==> config.mk <==
export PLATFORM = sky130hd
export DESIGN_NAME = sdtq_ctrl
export DESIGN_NICKNAME = d
export VERILOG_FILES = /design/src/design/sdtq_pkg.sv /design/src/design/sdtq_ctrl.sv
export SDC_FILE = /design/constraint.sdc
export NUM_CORES = 1
export LEC_CHECK = 0
export ABC_CLOCK_PERIOD_IN_PS = 2029
export BUFFER_PORTS_ARGS = -buffer_cell sky130_fd_sc_hd__buf_4
export CAP_MARGIN = 20
export CORE_AREA = 2 2 43 45
export DETAILED_ROUTE_END_ITERATION = 12
export DIE_AREA = 0 0 45 47
export HOLD_SLACK_MARGIN = 0.1
export PLACE_DENSITY_LB_ADDON = 0.3
export SLEW_MARGIN = 20
export SYNTH_ARGS = -nofsm -noshare
export SYNTH_HDL_FRONTEND = slang
export SYNTH_SLANG_ARGS = --single-unit
==> constraint.sdc <==
create_clock -name clk_i -period 2.03 [get_ports clk_i]
set_input_delay 0.406 -clock clk_i [delete_from_list [all_inputs] [get_ports clk_i]]
set_output_delay 0.406 -clock clk_i [all_outputs]
set_load 0.05 [all_outputs]
==> src/design/sdtq_pkg.sv <==
// Shared types and codes for the sorted deadline timer queue.
package sdtq_pkg;

  localparam int FuncW     = 2;
  localparam int IdW       = 6;
  localparam int IvlW      = 32;
  localparam int TagW      = 32;
  localparam int NowW      = 47;
  localparam int DlW       = 48;
  localparam int StatusW   = 2;

  localparam logic [FuncW-1:0] FuncSet    = 2'd0;
  localparam logic [FuncW-1:0] FuncCancel = 2'd1;
  localparam logic [FuncW-1:0] FuncUpdate = 2'd2;
  localparam logic [FuncW-1:0] FuncTick   = 2'd3;

  localparam logic [StatusW-1:0] StOk      = 2'd0;
  localparam logic [StatusW-1:0] StNoFree  = 2'd1;
  localparam logic [StatusW-1:0] StInact   = 2'd2;
  localparam logic [StatusW-1:0] StExpired = 2'd3;

  // Datapath commands from the controller
  typedef enum logic [3:0] {
    CmdNone,
    CmdLoad,      // latch input word, read lookups
    CmdAlloc,     // pop free stack, write timer entry
    CmdUnlink,    // unlink current handle
    CmdFree,      // clear active, push free stack
    CmdRestart,   // new deadline from stored period
    CmdInsStart,  // begin sorted insert scan from tail
    CmdInsStep,   // compare one list entry and step back
    CmdTickHead,  // select list head as current handle
    CmdEmit       // fill output register
  } cmd_e;

  typedef struct packed {
    cmd_e                 cmd;
    logic [StatusW-1:0]   status;
    logic                 last;
    logic                 tag_zero;
    logic                 set_tick;
  } ctl_t;

  typedef struct packed {
    logic [FuncW-1:0] func;
    logic             free_empty;
    logic             id_active;
    logic             list_empty;
    logic             ins_found;    // insert position reached
    logic             ins_done;     // insert scan exhausted
    logic             head_due;
    logic             tick_ahead;
  } sts_t;

endpackage

==> src/design/sdtq_ctrl.sv <==
// Sequencing state machine for the timer queue.
module sdtq_ctrl (
  input  logic           clk_i,
  input  logic           rst_ni,
  input  logic           in_valid_i,
  output logic           in_ready_o,
  output logic           out_valid_o,
  input  logic           out_ready_i,
  input  sdtq_pkg::sts_t sts_i,
  output sdtq_pkg::ctl_t ctl_o
);
  localparam logic [3:0] SIdle    = 4'd0;
  localparam logic [3:0] SDecode  = 4'd1;
  localparam logic [3:0] SAfter   = 4'd3;
  localparam logic [3:0] SInsInit = 4'd4;
  localparam logic [3:0] SInsStep = 4'd5;
  localparam logic [3:0] SEmitOne = 4'd6;
  localparam logic [3:0] STickChk = 4'd8;
  localparam logic [3:0] STickUnl = 4'd9;
  localparam logic [3:0] STickFre = 4'd10;
  localparam logic [3:0] STickEmt = 4'd11;

  logic [3:0] state_q, state_d;
  logic       ovalid_q, ovalid_d;
  logic [1:0] st_q, st_d;

  // a waiting result word does not hold off the next input word
  assign in_ready_o  = (state_q == SIdle);
  assign out_valid_o = ovalid_q;

  always_comb begin
    state_d     = state_q;
    ovalid_d    = ovalid_q;
    st_d        = st_q;
    ctl_o       = '{cmd: sdtq_pkg::CmdNone, status: st_q, last: 1'b1,
                    tag_zero: 1'b1, set_tick: 1'b0};
    if (ovalid_q && out_ready_i) ovalid_d = 1'b0;
    case (state_q)
      SIdle: begin
        if (in_valid_i) begin
          ctl_o.cmd = sdtq_pkg::CmdLoad;
          state_d   = SDecode;
        end
      end
      SDecode: begin
        case (sts_i.func)
          sdtq_pkg::FuncSet: begin
            if (sts_i.free_empty) begin
              st_d = sdtq_pkg::StNoFree;
              state_d = SEmitOne;
            end else begin
              ctl_o.cmd = sdtq_pkg::CmdAlloc;
              st_d = sdtq_pkg::StOk;
              state_d = SInsInit;
            end
          end
          sdtq_pkg::FuncTick: begin
            if (sts_i.tick_ahead) begin
              ctl_o.set_tick = 1'b1;
              state_d = STickChk;
            end else state_d = SIdle;
          end
          default: begin
            if (!sts_i.id_active) begin
              st_d = sdtq_pkg::StInact;
              state_d = SEmitOne;
            end else begin
              st_d = sdtq_pkg::StOk;
              ctl_o.cmd = sdtq_pkg::CmdUnlink;
              state_d = SAfter;
            end
          end
        endcase
      end
      SAfter: begin
        if (sts_i.func == sdtq_pkg::FuncCancel) begin
          ctl_o.cmd = sdtq_pkg::CmdFree;
          state_d = SEmitOne;
        end else begin
          ctl_o.cmd = sdtq_pkg::CmdRestart;
          state_d = SInsInit;
        end
      end
      SInsInit: begin
        ctl_o.cmd = sdtq_pkg::CmdInsStart;
        state_d = sts_i.list_empty ? SEmitOne : SInsStep;
      end
      SInsStep: begin
        ctl_o.cmd = sdtq_pkg::CmdInsStep;
        if (sts_i.ins_done || sts_i.ins_found) state_d = SEmitOne;
      end
      SEmitOne: begin
        if (!ovalid_q || out_ready_i) begin
          ctl_o.cmd = sdtq_pkg::CmdEmit;
          ctl_o.tag_zero = (sts_i.func != sdtq_pkg::FuncSet) ||
                           (st_q == sdtq_pkg::StNoFree);
          ovalid_d = 1'b1;
          state_d = SIdle;
        end
      end
      STickChk: begin
        if (sts_i.head_due) begin
          ctl_o.cmd = sdtq_pkg::CmdTickHead;
          state_d = STickUnl;
        end else state_d = SIdle;
      end
      STickUnl: begin
        ctl_o.cmd = sdtq_pkg::CmdUnlink;
        state_d = STickFre;
      end
      STickFre: begin
        ctl_o.cmd = sdtq_pkg::CmdFree;
        state_d = STickEmt;
      end
      STickEmt: begin
        // last is known once the next head is checked
        if (!ovalid_q || out_ready_i) begin
          ctl_o.cmd = sdtq_pkg::CmdEmit;
          ctl_o.status = sdtq_pkg::StExpired;
          ctl_o.tag_zero = 1'b0;
          ctl_o.last = !sts_i.head_due;
          ovalid_d = 1'b1;
          state_d = sts_i.head_due ? STickChk : SIdle;
        end
      end
      default: state_d = SIdle;
    endcase
  end

  always_ff @(posedge clk_i or negedge rst_ni) begin
    if (!rst_ni) begin
      state_q     <= SIdle;
      ovalid_q    <= 1'b0;
      st_q        <= sdtq_pkg::StOk;
    end else begin
      state_q     <= state_d;
      ovalid_q    <= ovalid_d;
      st_q        <= st_d;
    end
  end
endmodule

Word-level counts from Yosys, hierarchy flattened

Cells that the tools add are included.

Equality and inequality tests: 16
Multiplexer cells: 33
Bitwise gates (word level): 1
Reduce and logical (&&, ||, !) cells: 12

Operators with widths:

| cell                 | number |
|---|---|
| $pmux W4 S10         | 2 |
| $mux W4              | 8 |
| $eq A4 B4 Y1 const B | 4 |
| $eq A4 B3 Y1 const B | 3 |
| $mux W2              | 6 |
| $mux W1              | 10 |
| $mux W8              | 1 |
| $ne A2 B2 Y1 const B | 4 |
| $pmux W2 S2          | 2 |
| $pmux W4 S2          | 1 |
| $mux W3              | 2 |
| $eq A2 B1 Y1 const B | 2 |
| $eq A4 B1 Y1 const B | 1 |
| $eq A4 B2 Y1 const B | 1 |
| $logic_not A4 Y1     | 1 |
| $reduce_and A4 Y1    | 1 |
| $logic_or A1 B1 Y1   | 3 |
| $eq A2 B2 Y1 const B | 1 |
| $logic_not A1 Y1     | 2 |
| $logic_not A2 Y1     | 1 |
| $pmux W1 S2          | 1 |
| $reduce_and A2 Y1    | 1 |
| $reduce_bool A2 Y1   | 1 |
| $reduce_or A2 Y1     | 1 |
| 2 further kinds      | 2 |

Flip-flop bits (word level): 7
Input bits: 13
Output and inout port bits: 11
Word-level logic and storage cells: 65

Longest topological paths before layout

Gate-level depths: netlist of the first run.

Word-level depth: 4
Mapped depth: 6
Gate-level depth less buffers: 6

Worst setup path after synthesis of the first run

OpenSTA, ideal clock, no wires.

Kind: register -> register
Start point: register state_q[1]
End point: register state_q[3]
Setup time: 0.123 ns
Arrival time: 2.531 ns
Data required time: 1.907 ns
Slack: -0.625 ns
Cell stages (with the launch flop): 6
Buffers on the path: 1
Period minus slack after synthesis: 2.655 ns
Cell sequence: dfrtp_1 -> buf_6 -> nor4_1 -> a32o_1 -> nor2_1 -> o2bb2ai_1

Word-level cells in the longest chain between the ends: 3
Elaborated cells on any way between the ends: 16
Those cells by class: 13 x eq/ne; 1 x mux; 2 x reduce/logical

Ends and longest elaborated chain:

| item                               | line             | text |
|---|---|---|
| from (decl)                        | sdtq_ctrl.sv:23  | `logic [3:0] state_q, state_d;` |
| from (signal assigned)             | sdtq_ctrl.sv:132 | `state_q <= SIdle;` |
| from (signal assigned)             | sdtq_ctrl.sv:136 | `state_q <= state_d;` |
| $logic_not A4 Y1 (*)               | -                |  |
| named net in_ready_o               | sdtq_ctrl.sv:6   | `output logic in_ready_o,` |
| $ne A2 B2 Y1 (no source line)      | -                |  |
| $reduce_and A4 Y1 (no source line) | -                |  |

The timed path passes the listed nets; every way through them passes the cells marked *.
A chain may end at the register's enable or synchronous reset.

==> results of run 1 <==
## power by group through the flow
stage          Sequential [µW]  Combinational [µW]  Clock [µW]
5_1_grt                    335                1440         139
3_3_place_gp               313                1100           0
6_report                   326                1360         126
2_1_floorplan              273                 819           0
4_1_cts                    320                1190         128
3_5_place_dp               313                1130           0
## cells by family (layout without fill, tap and decap cells)
kind of cell,after synthesis,count (layout),share of synthesized area
and+or+nand+nor,40,40,0.265
xor gates and xnor gates,1,1,0.0111
adders and majority gates,5,5,0.0792
muxes,3,3,0.0396
buffers and inverters,16,57,0.0903
AOI/OAI and AO/OA,33,33,0.293
DFF,7,7,0.222
## stage by stage
stage | area, µm² | total power [µW]
6_report | 1230 | 1810
4_1_cts | 1130 | 1640
3_3_place_gp | 1060 | 1420
2_1_floorplan | 803 | 1090
5_1_grt | 1230 | 1910
3_5_place_dp | 1060 | 1440
## cell usage after synthesis, drive strengths merged, types with 4 or more instances
| cell | n |
|---|---|
| o21ai | 8 |
| ha | 5 |
| inv | 11 |
| nor2 | 7 |
| buf | 4 |
| dfrtp | 7 |
| nand2 | 11 |
| nand3 | 4 |
| a21oi | 4 |
| nor2b | 5 |
| nand2b | 5 |
## layout by cell type (no fill, tap or decap), drive strengths merged, types with 2 or more instances in the layout
| master | count |
|---|---|
| nand2 | 11 |
| nand3b | 2 |
| a211oi | 2 |
| mux2i | 2 |
| nand2b | 5 |
| o22ai | 2 |
| o211ai | 2 |
| a221oi | 2 |
| a32oi | 2 |
| buf | 41 |
| dfrtp | 7 |
| nor2b | 5 |
| ha | 5 |
| inv | 11 |
| nand3 | 4 |
| nor2 | 7 |
| clkbuf | 4 |
| o21ai | 8 |
| a21oi | 4 |
## state kept, by name, indices dropped and copies added (netlist names)
| signal | count |
|---|---|
| state_q | 4 |
| st_q | 2 |
| out_valid_o | 1 |
## layout make-up
cell class,instances,area (µm²),share of cell area
flip-flops and latches,7,180,0.146
well taps,17,21.3,0.0173
inverters,11,41.3,0.0336
multi-input cells,82,621,0.505
repair buffers,42,340,0.277
clock buffers,4,26.3,0.0214
## worst reg2reg max path, delay by kind of cell (launching register included)
family | cells | cell delay [ns]
flops | 1 | 0.49
simple gates | 2 | 0.48
compound gates | 1 | 0.20
buf+inv | 1 | 0.19
mux | 1 | 0.13
## how the worst max path moves through the flow
stage	slack, ns	start	to	depth (start not counted)
6_report	0.006	sts_i[8]	ctl_o[5]	8
5_1_grt	-0.02	state_q[1]	ctl_o[0]	4
4_1_cts	-0.03	sts_i[7]	ctl_o[5]	8
3_5_place_dp	-0.07	sts_i[7]	ctl_o[5]	8
3_3_place_gp	-0.006	sts_i[7]	ctl_o[6]	8
2_1_floorplan	0.007	state_q[1]	state_q[3]	5
## metal layers
layer / up-vias / global-route usage
li1: 460 / -
met1: 432 / 0.284
met2: 55 / 0.449
met3: 10 / 0.0462
met4: 0 / 0.0647
met5: - / 0
## repair_timing
item | 4_1_cts | 5_1_grt
gates resized for setup | 8 | 16
cloned | 0 | 0
hold buffers | 1 | 0
buffers inserted | 1 | 4
pin swaps | 2 | 5
setup endpoints to repair | 7 | 8
endpoints found under the hold margin | 7 | 0
==> flow_metrics.py, run 1 <==
metrics = {
    "outcome": {
        "outcome": "complete, no violations",
    },
    "worst_setup_path": {
        "r2r_end": "state_q[0]",
        "cp_top_family": "compound AO/OA/AOI/OAI gates",
        "max_stage_delay_ns": 0.26,
        "reg2reg_depth": 5,
        "cp_slowest_cell": "ha_4",
        "r2r_slack_ns": 0.41,
        "cp_data_arrival_time_ns": 1.62,
        "critPathLaunchType": "input pin",
        "r2r-start": "state_q[0]",
        "path_max_fanout": 2,
        "criticalPathCategory": "input pin to primary output",
        "crit_chain": "buf_4 > inv_2 > ha_4 > a21o_1 > nand2_2 > a211oi_2 > o21bai_4 > buf_8",
        "required_ns": 1.62,
        "crit_buf_inv": 3,
        "crit_path_end_kind": "primary output",
    },
    "clock_tree": {
        "cts_tree": "built",
        "clock_latency_ns": 0.25,
        "cts.sinks": 7,
        "cts_buffer_depth": 2,
        "htreeDepth": 1,
        "path_clk_slew_ns": 0.05,
        "ctsRootBufferMaster": "clkbuf_4",
        "cts_buffers": 3,
    },
    "sta": {
        "slew_headroom": 0.790,
        "min_period_ns": 2.02,
        "worst_slack_ns": 0.00611,
        "slew_violations": 0,
        "setup-violations-final": 0,
        "finalCritPeriodShare": 0.997,
        "rsz0062_at_grt": "yes",
        "fmax_mhz": 494,
        "final-hold-violation-count": 0,
        "finalClockSkew_ns": 0.000379,
        "setup_tns_ns": 0,
        "hold_slack_ns": 0.420,
        "tightest_slew_ns": 0.315,
    },
    "route": {
        "drtIter0Drc": 48,
        "wl_met3_um": 187,
        "top_layer_used": "met4",
        "wl_mm": 2.50,
        "drcViolationCount": 0,
        "post_drt_via_cell_ratio": 5.87,
        "final_antenna_net_count": 0,
        "wl_met1_um": 945,
        "detail_route.wl_per_cell_um": 15.3,
        "vias": 957,
        "met2_length_mm": 1.31,
        "drtPass1Iterations": 4,
    },
    "power_and_ir_drop": {
        "max-vdd-ir-drop_mv": 0.955,
        "combinationalPowerShare": 0.751,
        "p_switching_uw": 957,
        "power_frac_clock": 0.070,
        "seqPwrFrac": 0.180,
        "power_density_nw_per_um2": 1470,
        "sw_frac_of_total": 0.528,
        "p_leak_uw": 0.000596,
        "internal-power_uw": 854,
    },
    "yosys": {
        "ys_warn_count": 0,
        "yosys_register_bits": 7,
        "yosysSeqAreaShare": 0.222,
        "syn_nets": 123,
        "synth_cell_type_count": 39,
        "yosysTopAreaCell": "dfrtp_1",
        "yosys_most_used_dff": "dfrtp_1",
        "synth_top_area_frac": 0.222,
        "synth-async-reset-ratio": 1.00,
        "ys_top_cells_by_area": "dfrtp_1 (22%), ha_1 (7.9%), inv_1 (5.2%)",
        "syn_area_per_cell_um2": 7.52,
        "synth_edf_count": 0,
        "netlist_area_um2": 790,
        "synthCells": 105,
    },
    "global_route": {
        "grt_max_degree": 17,
        "overflow": 0,
        "first_global_vias": 817,
        "grt_pass1_wl_mm": 3.66,
        "track_usage": 0.242,
        "antenna_found_initial": 0,
    },
    "placement": {
        "gp_congestion": 0.830,
        "dp_cells": 153,
        "hpwl_mm": 1.76,
        "post-place-ws_ns": -0.0658,
        "port_buffers": 23,
    },
    "die": {
        "io_pins": 24,
        "num_rows": 15,
        "start_util": 0.478,
        "die_h_um": 47,
        "die_x_um": 45,
        "core_um2": 1650,
        "dieArea_um2": 2120,
    },
    "layout": {
        "final_nets": 165,
        "syn2layout_area_growth_pct": 55.8,
        "drive_above_1_share": 0.459,
        "fin_cells": 163,
        "n_antenna_cell": 0,
        "utilization": 0.745,
        "fillers": 118,
    },
    "job": {
        "drv_cap": 0,
    },
    "hold_path": {
        "whs_endpoint": "st_q[0]",
        "min_from": "sts_i[6]",
        "min_path_cells": 3,
        "hold_path_class": "input pin to flop",
    },
}
Power figures use the tool's default switching activity.
==> run 2: changes to the inputs <==
ABC_CLOCK_PERIOD_IN_PS = 2220   (was 2029)
MAX_ROUTING_LAYER = met4   (was default)
clock period = 2.22 ns   (was 2.03 ns; I/O delays follow)
==> run 2 against run 1 <==
Net effect:
- die area is the same
- total power shrank 22%
- critical path type unchanged
- flip-flop and latch count is the same
- non-clock buffer count shrank 12
- sequential power shrank 11%
- final area shrank 14%
- via count shrank 7.5%
- utilization shrank 10 points
- clock-buffer cell count is the same
- wire length shrank 17%
- hold slack gained 0.029 ns
==> flow_metrics.py, run 2 (synthesis results as in run 1) <==
metrics = {
    "outcome": {
        "outcome": "complete, no violations",
    },
    "worst_setup_path": {
        "path_max_fanout": 4,
        "cp_data_arrival_time_ns": 1.72,
        "cp_top_family": "compound AO/OA/AOI/OAI gates",
        "criticalPathCategory": "input pin to primary output",
        "max_stage_delay_ns": 0.30,
        "cp_slowest_cell": "ha_1",
        "crit_buf_inv": 3,
        "crit_path_end_kind": "primary output",
        "crit_chain": "buf_4 > inv_1 > ha_1 > a21o_1 > a21oi_1 > a211oi_1 > a31o_2 > buf_6",
        "required_ns": 1.78,
        "critPathLaunchType": "input pin",
    },
    "layout": {
        "largest_reg_flops": 4,
        "fin_cells": 151,
        "drive_above_1_share": 0.313,
        "final_common_cell": "buf_4",
        "fin_area_um2": 1060,
        "syn2layout_area_growth_pct": 34.4,
        "n_antenna_cell": 0,
        "final_nets": 153,
        "regMostFlops": "state_q",
        "fillers": 152,
        "mostFrequentLayoutCells": "buf_4 (28), inv_1 (11), nand2_1 (11)",
    },
    "clock_tree": {
        "cts_setup_buffers": 0,
        "ctsRootBufferMaster": "clkbuf_4",
        "htreeDepth": 1,
        "cts.sinks": 7,
        "clock_latency_ns": 0.25,
        "path_clk_slew_ns": 0.06,
        "cts_buffer_depth": 2,
        "cts_buffers": 3,
        "cts_tree": "built",
    },
    "sta": {
        "setup-violations-final": 0,
        "fmax_mhz": 463,
        "tightest_slew_ns": 0.322,
        "final-hold-violation-count": 0,
        "slew_headroom": 0.785,
        "min_period_ns": 2.16,
        "finalCritPeriodShare": 0.974,
        "finalClockSkew_ns": 0.00516,
        "slew_violations": 0,
    },
    "power_and_ir_drop": {
        "p_leak_uw": 0.000523,
        "max-vdd-ir-drop_mv": 0.780,
        "power_density_nw_per_um2": 1340,
    },
    "route": {
        "drcViolationCount": 0,
        "wl_mm": 2.08,
        "detail_route.wl_per_cell_um": 13.8,
        "vias": 885,
        "drtIter0Drc": 22,
        "final_antenna_net_count": 0,
        "post_drt_via_cell_ratio": 5.86,
        "drtPass1Iterations": 4,
    },
    "global_route": {
        "first_global_vias": 805,
        "overflow": 0,
        "grt_max_degree": 16,
        "antenna_found_initial": 0,
        "grt_pass1_wl_mm": 3.35,
        "track_usage": 0.220,
    },
    "die": {
        "start_util": 0.478,
        "io_pins": 24,
        "core_um2": 1650,
        "dieArea_um2": 2120,
        "num_rows": 15,
        "die_x_um": 45,
        "die_h_um": 47,
    },
    "placement": {
        "port_buffers": 23,
        "placed_area_um2": 1010,
        "gp_congestion": 0.802,
        "hpwl_mm": 1.66,
        "dp_cells": 146,
    },
    "hold_path": {
        "hold_path_class": "input pin to flop",
    },
    "job": {
        "drv_cap": 0,
    },
}
-- run 2: worst paths after layout --
path	cells after the start	end	start	slack [ns]
min in group asynchronous	2	st_q[0]	rst_ni	0.54
max in group asynchronous	2	state_q[1]	rst_ni	1.54
hold / removal	3	st_q[0]	sts_i[6]	0.45
setup / recovery	8	ctl_o[6]	sts_i[7]	0.06
setup reg to reg	5	state_q[3]	state_q[0]	0.59
hold reg to reg	1	st_q[1]	st_q[1]	0.54
-- run 2: stage by stage --
step | hold WS (ns) | worst slack, ns | power, µW | util | TNS (ns)
after floorplan | 0.148 | 0.0369 | 994 | - | 0
after global placement | 0.258 | 0.0819 | 1260 | 0.611 | 0
after detailed placement | 0.260 | 0.0389 | 1280 | 0.611 | 0
after CTS | 0.457 | 0.00242 | 1400 | 0.633 | 0
after global routing | 0.494 | -0.0131 | 1520 | 0.642 | -0.0167
final | 0.449 | 0.0586 | 1420 | 0.642 | 0
-- run 2: cell type report --
cell class | instances | area, µm² | share of cell area
clock buffer | 4 | 26.3 | 0.0248
multi-input combinational | 82 | 562 | 0.529
sequential | 7 | 179 | 0.169
timing repair buffer | 30 | 231 | 0.218
inverter | 11 | 41.3 | 0.0389
tap | 17 | 21.3 | 0.0200
-- run 2: where the power goes --
group / leakage, µW / switching, µW / total [µW] / internal [µW]
Combinational: 0.000422 / 624 / 1010 / 391
Sequential: 0.0000863 / 106 / 289 / 183
Clock: 0.0000150 / 48.5 / 117 / 68.7
-- run 2: layer usage --
| metal | GRT usage | share of wire |
|---|---|---|
| met4 | 0.0294 | 0 |
| met3 | 0.0538 | 0.057 |
| met1 | 0.262 | 0.42 |
| met5 | - | 0 |
| met2 | 0.386 | 0.52 |
-- run 2: repair_timing --
item	4_1_cts	5_1_grt
hold buffers	1	0
setup endpoints to repair	0	6
gates resized for setup	0	6
hold endpoints to repair	7	0
-- run 2: tightest hold or removal path, cell delays in order --
cell and delay, ns:
buf_4 0.10, nand3_1 0.06, o21ai_0 0.06
==> run 3: changes to the inputs <==
CAP_MARGIN = 0   (was 20)
CORE_AREA = 2 2 48 50   (was 2 2 43 45)
DIE_AREA = 0 0 50 52   (was 0 0 45 47)
==> run 3 against run 2 <==
Net effect:
- non-clock buffer count increased by 2
- flip-flop and latch count unchanged
- critical path depth did not move
- register-to-register slack hardly changed
- sequential power about the same
- combinational power about the same
- die area up 23%
- setup slack improved by 0.019 ns
- maximum frequency rose by 0.91%
- wire length rose by 11%
- via count is 0.45% higher
- critical path type unchanged
- critical endpoint unchanged
- highest routed layer is now met4
==> flow_metrics.py, run 3 (synthesis results as in run 1) <==
metrics = {
    "placement": {
        "gp_congestion": 0.868,
        "placed_area_um2": 1040,
        "hpwl_mm": 1.75,
        "port_buffers": 23,
    },
    "layout": {
        "drive_above_1_share": 0.338,
        "final_nets": 155,
        "final_common_cell": "buf_4",
        "n_antenna_cell": 0,
        "largest_reg_flops": 4,
        "fin_area_um2": 1100,
        "regMostFlops": "state_q",
        "mostFrequentLayoutCells": "buf_4 (31), nand2_1 (11), inv_1 (9)",
        "syn2layout_area_growth_pct": 39.0,
    },
    "die": {
        "io_pins": 24,
        "die_x_um": 50,
        "dieArea_um2": 2600,
        "core_um2": 2110,
        "die_h_um": 52,
        "start_util": 0.375,
        "num_rows": 17,
    },
    "worst_setup_path": {
        "path_max_fanout": 4,
        "critPathLaunchType": "input pin",
        "max_stage_delay_ns": 0.24,
        "crit_path_frequent_cell": "buf_4",
        "crit_buf_inv": 3,
        "required_ns": 1.78,
        "crit_path_end_kind": "primary output",
        "cp_top_family": "compound AO/OA/AOI/OAI gates",
        "crit_chain": "buf_4 > inv_2 > ha_4 > a21o_1 > a21oi_1 > a211oi_1 > a31o_2 > buf_4",
        "cp_data_arrival_time_ns": 1.70,
        "criticalPathCategory": "input pin to primary output",
        "cp_slowest_cell": "a31o_2",
    },
    "sta": {
        "setup_tns_ns": 0,
        "final-hold-violation-count": 0,
        "setup-violations-final": 0,
        "slew_violations": 0,
        "min_period_ns": 2.14,
        "finalCritPeriodShare": 0.965,
        "slew_headroom": 0.746,
        "finalClockSkew_ns": 0.00364,
        "tightest_slew_ns": 0.380,
        "rsz0062_at_grt": "no",
        "fmax_mhz": 467,
    },
    "clock_tree": {
        "cts_buffer_depth": 2,
        "htreeDepth": 1,
        "cts_tree": "built",
        "path_clk_slew_ns": 0.05,
        "clock_latency_ns": 0.26,
        "cts_setup_buffers": 0,
        "cts_buffers": 3,
        "ctsRootBufferMaster": "clkbuf_4",
        "cts.sinks": 7,
    },
    "route": {
        "drtPass1Iterations": 4,
        "post_drt_via_cell_ratio": 5.42,
        "final_antenna_net_count": 0,
        "drtIter0Drc": 23,
        "vias": 889,
        "detail_route.wl_per_cell_um": 14.1,
        "drcViolationCount": 0,
        "wl_mm": 2.32,
    },
    "global_route": {
        "track_usage": 0.185,
        "first_global_vias": 828,
        "grt_pass1_wl_mm": 3.56,
        "grt_max_degree": 15,
        "overflow": 0,
        "antenna_found_initial": 0,
    },
    "power_and_ir_drop": {
        "power_density_nw_per_um2": 1320,
        "max-vdd-ir-drop_mv": 0.803,
        "p_leak_uw": 0.000532,
    },
    "outcome": {
        "outcome": "complete, no violations",
    },
    "hold_path": {
        "hold_path_class": "input pin to flop",
    },
    "job": {
        "drv_cap": 0,
    },
}
run 3: changes by cell type in the layout (fill, tap and decap cells not counted), sizes merged:
cell	change
buf	+2
run 3: final cells by class:
type                       count  area [µm²]
multi-input combinational     82         574
fill                         207        1010
tap                           28        35.0
timing repair buffer          32         243
clock buffer                   4        26.3
inverter                      11        41.3
sequential                     7         178
run 3: metrics by stage:
step / total power [µW] / utilization / hold slack [ns] / instances / setup WS [ns]
floorplan: 994 / - / 0.148 / 105 / 0.0369
global placement: 1280 / 0.493 / 0.259 / 159 / 0.0874
detailed placement: 1290 / 0.493 / 0.264 / 159 / 0.0491
CTS: 1410 / 0.510 / 0.462 / 164 / 0.00776
global route: 1540 / 0.521 / 0.478 / 164 / 0.0234
finish: 1440 / 0.521 / 0.451 / 164 / 0.0780
run 3: final timing paths:
| check | from | endpoint | slack, ns | cells past startpoint |
|---|---|---|---|---|
| max | sts_i[7] | ctl_o[6] | 0.08 | 8 |
| min | sts_i[6] | st_q[0] | 0.45 | 3 |
| max reg2reg | state_q[0] | state_q[0] | 0.59 | 5 |
| min reg2reg | st_q[1] | st_q[1] | 0.54 | 1 |
| max in group asynchronous | rst_ni | state_q[2] | 1.55 | 2 |
| min in group asynchronous | rst_ni | state_q[3] | 0.53 | 2 |
run 3: layer usage:
| metal | track usage | part of all wire | wire (µm) | up-vias |
|---|---|---|---|---|
| met3 | 0.0345 | 0.040 | 93 | 4 |
| met4 | 0.0509 | 0.0099 | 23 | 0 |
| li1 | - | - | - | 444 |
| met1 | 0.215 | 0.43 | 993 | 415 |
| met2 | 0.327 | 0.52 | 1200 | 26 |
| met5 | - | 0 | 0 | - |
run 3: timing repair:
action | CTS | global route
resized for setup | 0 | 7
setup endpoints to repair | 0 | 7
hold buffers | 1 | 0
hold endpoints to repair | 7 | 0
run 3: worst reg2reg max path: cells and delay by family (launching register included):
| kind | cells | cell delay (ns) |
|---|---|---|
| simple gates | 2 | 0.49 |
| flops | 1 | 0.48 |
| mux | 1 | 0.12 |
| compound gates | 1 | 0.18 |
| buf+inv | 1 | 0.22 |
run 3: power by group:
part / leakage, µW / total [µW] / switching, µW / internal (µW)
Clock: 0.0000150 / 122 / 53.0 / 69.0
Combinational: 0.000429 / 1030 / 638 / 394
Sequential: 0.0000879 / 291 / 108 / 183
